## config.mk

```make
export PLATFORM = sky130hd
export DESIGN_NAME = outstanding_request_tracker_core
export DESIGN_NICKNAME = d
export VERILOG_FILES = /design/src/ort_pkg.sv /design/src/ort_id_store.sv /design/src/outstanding_request_tracker_core.sv
export SDC_FILE = /design/constraint.sdc
export NUM_CORES = 1
export LEC_CHECK = 0
export BUFFER_PORTS_ARGS = -buffer_cell sky130_fd_sc_hd__buf_2
export CORE_MARGIN = 10
export CORE_UTILIZATION = 58
export DETAILED_ROUTE_END_ITERATION = 6
export PLACE_DENSITY = 0.77
export SLEW_MARGIN = 20
export SYNTH_ARGS = -nofsm -noshare
export SYNTH_HDL_FRONTEND = slang
export SYNTH_SLANG_ARGS = --single-unit
```

## constraint.sdc

```tcl
create_clock -name i_clk -period 11.2 [get_ports i_clk]
set_input_delay 2.24 -clock i_clk [delete_from_list [all_inputs] [get_ports i_clk]]
set_output_delay 2.24 -clock i_clk [all_outputs]
set_load 0.02 [all_outputs]
```

## src/ort_pkg.sv

```systemverilog
// ----------------------------------------------------------------------------
// ort_pkg
// Types, codes and defaults shared by the outstanding request tracker.
// ----------------------------------------------------------------------------
package ort_pkg;

    localparam int DEF_MAX_ENTRIES = 8;
    localparam logic [31:0] TIMEOUT_RESET = 32'd5000;

    // operation codes
    localparam logic [1:0] OP_START   = 2'd0;
    localparam logic [1:0] OP_ADD     = 2'd1;
    localparam logic [1:0] OP_RESOLVE = 2'd2;
    localparam logic [1:0] OP_EXPIRE  = 2'd3;

    // resolution codes
    localparam logic [1:0] RES_UNKNOWN   = 2'd0;
    localparam logic [1:0] RES_LATE      = 2'd1;
    localparam logic [1:0] RES_PENDING   = 2'd2;
    localparam logic [1:0] RES_COMPLETED = 2'd3;

    // batch status codes
    localparam logic [1:0] BST_PENDING  = 2'd0;
    localparam logic [1:0] BST_ALL_OK   = 2'd1;
    localparam logic [1:0] BST_PARTIAL  = 2'd2;
    localparam logic [1:0] BST_ALL_FAIL = 2'd3;

    typedef struct packed {
        logic [1:0]  operation;
        logic [31:0] request_id;
        logic        success;
        logic [31:0] time_now;
    } t_in_item;

    typedef struct packed {
        logic       add_accepted;
        logic [1:0] resolution;
        logic       expired;
        logic [3:0] total_count;
        logic [3:0] pending_count;
        logic [3:0] success_count;
        logic [3:0] failure_count;
        logic [1:0] batch_status;
    } t_out_item;

    // result of comparing one stored entry against the searched identifier
    typedef struct packed {
        logic match;
        logic resolved;
    } t_lookup;

endpackage

```

## src/ort_id_store.sv

```systemverilog
// ----------------------------------------------------------------------------
// ort_id_store
// Identifier table with resolved flags: one write port, one registered read
// port, and the identifier comparator used for every step of a table walk.
// ----------------------------------------------------------------------------
module ort_id_store #(
    parameter int MAX_ENTRIES = 8,
    localparam int IW = (MAX_ENTRIES > 1) ? $clog2(MAX_ENTRIES) : 1
) (
    input  logic            i_clk,
    input  logic            i_wr_en,
    input  logic [IW-1:0]   i_wr_addr,
    input  logic [31:0]     i_wr_id,
    input  logic            i_wr_resolved,
    input  logic [IW-1:0]   i_rd_addr,
    input  logic [31:0]     i_key,
    output ort_pkg::t_lookup o_lookup
);
    import ort_pkg::*;

    // entry word: resolved flag on top of the identifier
    logic [32:0] r_mem [MAX_ENTRIES];
    logic [32:0] r_rd_word;

    always_ff @(posedge i_clk) begin
        if (i_wr_en) begin
            r_mem[i_wr_addr] <= {i_wr_resolved, i_wr_id};
        end
        r_rd_word <= r_mem[i_rd_addr];
    end

    assign o_lookup.match    = (r_rd_word[31:0] == i_key);
    assign o_lookup.resolved = r_rd_word[32];

endmodule

```

## src/outstanding_request_tracker_core.sv

```systemverilog
// ----------------------------------------------------------------------------
// outstanding_request_tracker_core
// Tracks a batch of outstanding request identifiers, counts successes and
// failures, and expires pending requests after a timeout.
//
//   channel | direction | signals                            | payload
//   --------+-----------+------------------------------------+-------------
//   in      | in        | i_in_valid / o_in_ready            | t_in_item
//   out     | out       | o_out_valid / i_out_ready          | t_out_item
//   cfg     | in        | i_cfg_valid / o_cfg_ready          | timeout_ticks
//
// Start goes through FINISH; an expiry check goes through SUB, where the elapsed
// time is registered, then FINISH. Add and resolve walk the table through one
// comparator at one entry per cycle after a registered read.
// One item at a time; in is ready only when the sequencer is idle. A result
// held on out does not block the next transfer on in.
// Synchronous reset empties the batch and loads the timeout default; the
// table itself is not cleared, entries beyond the fill count are never used.
// ----------------------------------------------------------------------------
module outstanding_request_tracker_core #(
    parameter int MAX_ENTRIES = ort_pkg::DEF_MAX_ENTRIES
) (
    input  logic              i_clk,
    input  logic              i_rst_n,
    input  logic              i_in_valid,
    output logic              o_in_ready,
    input  ort_pkg::t_in_item i_in_data,
    output logic              o_out_valid,
    input  logic              i_out_ready,
    output ort_pkg::t_out_item o_out_data,
    input  logic              i_cfg_valid,
    output logic              o_cfg_ready,
    input  logic [31:0]       i_cfg_data
);
    import ort_pkg::*;

    localparam int IW = (MAX_ENTRIES > 1) ? $clog2(MAX_ENTRIES) : 1;
    localparam int CW = $clog2(MAX_ENTRIES + 1);
    localparam logic [CW-1:0] CNT_MAX = CW'(MAX_ENTRIES);

    localparam logic [1:0] ST_IDLE   = 2'd0;
    localparam logic [1:0] ST_SCAN   = 2'd1;
    localparam logic [1:0] ST_SUB    = 2'd2;
    localparam logic [1:0] ST_FINISH = 2'd3;

    logic [1:0]    r_state, n_state;
    t_in_item      r_item;
    logic [31:0]   r_timeout;
    logic [31:0]   r_start, n_start;
    logic [31:0]   r_diff;
    logic [CW-1:0] r_total, n_total;
    logic [CW-1:0] r_pending, n_pending;
    logic [CW-1:0] r_success, n_success;
    logic [CW-1:0] r_failure, n_failure;
    logic [CW-1:0] r_rd_idx, n_rd_idx;
    logic [CW-1:0] r_chk_idx, n_chk_idx;
    logic          r_chk_valid, n_chk_valid;
    logic          r_found, n_found;
    logic          r_found_flag, n_found_flag;
    logic [IW-1:0] r_found_idx, n_found_idx;
    logic          r_out_valid, n_out_valid;
    t_out_item     r_out, n_out;

    logic          in_fire;
    logic          out_free;
    logic          rd_en;
    logic          wr_en;
    logic [IW-1:0] wr_addr;
    logic          wr_resolved;
    logic [CW-1:0] pend_dec;
    t_lookup       lookup;

    assign o_in_ready  = (r_state == ST_IDLE);
    assign o_cfg_ready = 1'b1;
    assign o_out_valid = r_out_valid;
    assign o_out_data  = r_out;

    assign in_fire  = i_in_valid && o_in_ready;
    assign out_free = !r_out_valid || i_out_ready;
    assign rd_en    = (r_rd_idx < r_total);
    assign pend_dec = r_pending - 1'b1;

    ort_id_store #(
        .MAX_ENTRIES (MAX_ENTRIES)
    ) u_store (
        .i_clk         (i_clk),
        .i_wr_en       (wr_en),
        .i_wr_addr     (wr_addr),
        .i_wr_id       (r_item.request_id),
        .i_wr_resolved (wr_resolved),
        .i_rd_addr     (r_rd_idx[IW-1:0]),
        .i_key         (r_item.request_id),
        .o_lookup      (lookup)
    );

    always_comb begin
        n_state      = r_state;
        n_start      = r_start;
        n_total      = r_total;
        n_pending    = r_pending;
        n_success    = r_success;
        n_failure    = r_failure;
        n_rd_idx     = r_rd_idx;
        n_chk_idx    = r_chk_idx;
        n_chk_valid  = 1'b0;
        n_found      = r_found;
        n_found_flag = r_found_flag;
        n_found_idx  = r_found_idx;
        n_out_valid  = r_out_valid && !i_out_ready;
        n_out        = r_out;
        wr_en        = 1'b0;
        wr_addr      = r_total[IW-1:0];
        wr_resolved  = 1'b0;

        case (r_state)
            ST_IDLE: begin
                if (in_fire) begin
                    n_found  = 1'b0;
                    n_rd_idx = '0;
                    case (i_in_data.operation)
                        OP_START: n_state = ST_FINISH;
                        OP_EXPIRE: n_state = ST_SUB;
                        OP_ADD: begin
                            if (r_total == '0 || i_in_data.request_id == '0
                                || r_total == CNT_MAX) begin
                                n_state = ST_FINISH;
                            end else begin
                                n_state = ST_SCAN;
                            end
                        end
                        default: begin
                            n_state = (r_total == '0) ? ST_FINISH : ST_SCAN;
                        end
                    endcase
                end
            end
            ST_SCAN: begin
                // read issued on r_rd_idx, compared in the following cycle
                if (r_chk_valid && lookup.match) begin
                    n_found      = 1'b1;
                    n_found_flag = lookup.resolved;
                    n_found_idx  = r_chk_idx[IW-1:0];
                    n_state      = ST_FINISH;
                end else if (r_chk_valid && CW'(r_chk_idx + 1'b1) == r_total) begin
                    n_state = ST_FINISH;
                end else begin
                    n_chk_valid = rd_en;
                    n_chk_idx   = r_rd_idx;
                    if (rd_en) begin
                        n_rd_idx = r_rd_idx + 1'b1;
                    end
                end
            end
            ST_SUB: begin
                n_state = ST_FINISH;
            end
            default: begin
                if (out_free) begin
                    n_out              = '0;
                    n_out_valid        = 1'b1;
                    n_state            = ST_IDLE;
                    case (r_item.operation)
                        OP_START: begin
                            n_start   = r_item.time_now;
                            n_total   = '0;
                            n_pending = '0;
                            n_success = '0;
                            n_failure = '0;
                        end
                        OP_ADD: begin
                            if (r_item.request_id != '0 && r_total != CNT_MAX
                                && !r_found) begin
                                wr_en              = 1'b1;
                                wr_addr            = r_total[IW-1:0];
                                n_total            = r_total + 1'b1;
                                n_pending          = r_pending + 1'b1;
                                n_out.add_accepted = 1'b1;
                            end
                        end
                        OP_RESOLVE: begin
                            if (!r_found) begin
                                n_out.resolution = RES_UNKNOWN;
                            end else if (r_found_flag || r_pending == '0) begin
                                n_out.resolution = RES_LATE;
                            end else begin
                                wr_en       = 1'b1;
                                wr_addr     = r_found_idx;
                                wr_resolved = 1'b1;
                                n_pending   = pend_dec;
                                if (r_item.success) begin
                                    n_success = r_success + 1'b1;
                                end else begin
                                    n_failure = r_failure + 1'b1;
                                end
                                n_out.resolution = (pend_dec == '0) ? RES_COMPLETED
                                                                    : RES_PENDING;
                            end
                        end
                        default: begin
                            if (r_pending != '0 && r_diff >= r_timeout) begin
                                n_failure     = r_failure + r_pending;
                                n_pending     = '0;
                                n_out.expired = 1'b1;
                            end
                        end
                    endcase
                    n_out.total_count   = 4'(n_total);
                    n_out.pending_count = 4'(n_pending);
                    n_out.success_count = 4'(n_success);
                    n_out.failure_count = 4'(n_failure);
                    if (n_pending != '0) begin
                        n_out.batch_status = BST_PENDING;
                    end else if (n_success == n_total && n_total != '0) begin
                        n_out.batch_status = BST_ALL_OK;
                    end else if (n_success != '0) begin
                        n_out.batch_status = BST_PARTIAL;
                    end else begin
                        n_out.batch_status = BST_ALL_FAIL;
                    end
                end
            end
        endcase
    end

    always_ff @(posedge i_clk) begin
        if (!i_rst_n) begin
            r_state     <= ST_IDLE;
            r_timeout   <= TIMEOUT_RESET;
            r_start     <= '0;
            r_total     <= '0;
            r_pending   <= '0;
            r_success   <= '0;
            r_failure   <= '0;
            r_chk_valid <= 1'b0;
            r_out_valid <= 1'b0;
        end else begin
            r_state     <= n_state;
            r_start     <= n_start;
            r_total     <= n_total;
            r_pending   <= n_pending;
            r_success   <= n_success;
            r_failure   <= n_failure;
            r_chk_valid <= n_chk_valid;
            r_out_valid <= n_out_valid;
            if (i_cfg_valid) begin
                r_timeout <= i_cfg_data;
            end
        end
    end

    // payload and walk registers
    always_ff @(posedge i_clk) begin
        if (in_fire) begin
            r_item <= i_in_data;
        end
        r_diff       <= r_item.time_now - r_start;
        r_rd_idx     <= n_rd_idx;
        r_chk_idx    <= n_chk_idx;
        r_found      <= n_found;
        r_found_flag <= n_found_flag;
        r_found_idx  <= n_found_idx;
        r_out        <= n_out;
    end

endmodule

```

==> results by group <==
Global routing
  – First-pass GRT wire length: 71.3 mm
  – Vias in the first global route: 13000
  – Initial antenna violation count: 5
  – Total GRT Usage: 20.1%
  – Largest net degree at the start of global routing: 85
  – Grt ovf: 0

Detailed routing
  – Final WL: 45.7 mm
  – Post-route DRC: 0
  – Met1 WL: 19.3 mm
  – Post-route ant nets: 0
  – Iter 0 DRT Violations: 1052
  – Vias: 12800
  – Vias/cell: 5.82
  – Uppermost routed layer: met5
  – Wirelength per Cell: 20.8 um
  – Pre-Repair DR Iteration Count: 5
  – WL met2: 23.0 mm
  – Met3 WL post-DR: 2.58 mm

Power and ir drop
  – Max VDD drop: 0.000177 V
  – Leak: 8.90 nW
  – PD cells: 228 nW/um2

Die
  – Initial core utilization: 59.1%
  – Core area: 36800 um2
  – Die area: 45600 um2
  – IO Pins: 129
  – Chip Width: 214 um
  – Die height: 214 um
  – Row count: 70

Clock tree
  – Clock Path Buffers: 3
  – CTS Buf Count: 50
  – # resized after CTS: 0
  – Sinks on Clock Net: 515
  – Worst-path clk slew: 60 ps
  – Worst-Skew Late Latency: 600 ps
  – Hold_buf cts: 0
  – CTS HTree Levels: 2
  – CTS root buf: clkbuf_16
  – Post-CTS Setup Bufs: 0
  – TritonCTS clock tree: built

Final layout
  – Fin util: 67.2%
  – Layout Cells excl Fill: 2196
  – Commonest non-fill, non-tap cells in the layout: 366 x edfxtp_1, 149 x dfxtp_1, 127 x buf_2, 120 x nand2_1, 111 x inv_1
  – Most common cell after layout, fill and taps aside: edfxtp_1
  – Share of cells above drive strength 1: 19.8%
  – Post-route cell area: 24700 um2
  – Syn-to-layout area delta: 13.6%
  – Nets: 1873

STA
  – Min cycle time layout: 4590 ps
  – Fmax achieved: 0.218 GHz
  – TNS Setup: 0 ps
  – Rel. slew slack: 29.3%
  – RSZ-0062 raised after global routing: no
  – Final hold vios: 0
  – Final setup fails: 0
  – Clock skew: 33.1 ps
  – Worst slew pin tran: 1060 ps
  – Period utilization: 41.0%
  – Final worst slack: 6610 ps
  – Slew Viols, Final: 0

Min path
  – Hold Crit Class: reg2reg

Status
  – Status: finished, final reports clean

Logic synthesis
  – Post-synth EDFFs: 366
  – Netlist cell types: 68
  – Flops & latches, synth: 515
  – Leading area contributor after synthesis: edfxtp_1
  – Seq/Total Area, Yosys: 64.3%
  – Syn_nets: 1731
  – Cell count after synthesis: 1540
  – Post-Syn Area: 21700 um2
  – Syn Area/Cell: 14.1 um2
  – Synth top area share: 50.5%
  – Top post-synthesis cells by area: edfxtp_1 51%, dfxtp_1 14%, mux4_2 6.8%
  – Ys flop type: edfxtp_1
  – Syn. warnings: 0
  – Synth async-reset ratio: 0%

Place
  – Post-detail-place hpwl: 28.6 mm
  – Place WS: 5950 ps
  – Placed Cells: 2096
  – RePlAce Congestion: 0.843
  – Post-place instance area: 23000 um2
  – Buffers on Ports: 127

Worst setup path
  – Crit path DAT: 4870 ps
  – Crit Path Max Fanout: 20
  – Worst EP required: 11480 ps
  – CP Capture Type: flop
  – Setup CP Type: in2reg
  – CP Launch Type: input port

Job
  – Max-Cap Viols: 0
[layout make-up]
class | count | area [um2]
Tap cell | 468 | 586
Clock inverter | 38 | 393
Timing Repair Buffer | 144 | 843
Multi-Input combinational cell | 859 | 7190
Inverter | 112 | 420
Clock buffer | 56 | 1290
Antenna cell | 4 | 10.0
Fill cell | 2484 | 12100
Sequential cell | 515 | 14000
[critical path, cell delays in order]
cell and delay, ps:
buf_2 80, nand2b_1 150, nand2_1 320, nor2_1 790, nand3_1 160, o31ai_1 130
nor2b_4 750, buf_16 240
[registers in the layout (all words and copies together), names as in the netlist, 22 cells and up]
register,count
r_timeout,32
r_start,32
o_out_data,22
u_store.r_mem,264
r_diff,32
u_store.r_rd_word,33
r_item,67
[stage by stage]
step | power [mW] | hold slack (ps)
floorplan | 3.58 | 386
global placement | 3.90 | 396
detailed placement | 3.95 | 402
CTS | 5.68 | 417
global route | 5.90 | 421
finish | 5.64 | 417
[cell usage after synthesis (5+ instances only)]
cell / number
a211oi_1: 7
a21boi_0: 38
a21o_1: 15
a21oi_1: 60
a22oi_1: 7
a31oi_1: 9
and3_1: 10
buf_1: 7
buf_2: 5
clkbuf_1: 41
dfxtp_1: 149
edfxtp_1: 366
ha_1: 85
inv_1: 111
mux2_2: 36
mux2i_1: 31
mux4_2: 66
nand2_1: 120
nand2b_1: 6
nand3_1: 16
nand4_1: 19
nor2_1: 61
nor2b_1: 36
nor3_1: 19
nor4_1: 18
o211a_1: 7
o211ai_1: 12
o21a_1: 9
o21ai_0: 36
o21bai_1: 7
xnor2_1: 60
xor2_1: 13
[report_power, final]
part           total, mW  switching [mW]  internal [mW]  leakage, nW
Clock               1.71           0.711          0.998        0.817
Combinational       1.38           0.726          0.650         3.50
Sequential          2.55           0.197           2.36         4.58
Total               5.64            1.63           4.01         8.90
[routing by layer]
metal,track usage (%),vias to the layer above
li1,-,6005
met1,26.0,6302
met2,33.9,398
met3,3.47,65
met4,6.18,4
met5,0,-
[cells by family after synthesis]
logic type / share of synthesized area [%]
buf+inv: 2.91
mux: 10.1
fa+ha+maj: 5.08
flops: 64.3
compound gates: 7.47
simple gates: 7.19
xor+xnor: 2.94
other cells: 0.0172
[path summary, 6_finish.rpt]
path	cells after the start	start	endpoint	slack, ps
setup / recovery	8	i_out_ready	u_store.r_mem[6][11]	6610
hold / removal	0	u_store.r_rd_word[32]	r_found_flag	420
setup reg to reg	10	r_pending[1]	u_store.r_mem[6][11]	7140
hold reg to reg	0	u_store.r_rd_word[32]	r_found_flag	420
No activity file was read; power rests on OpenSTA's default activity.
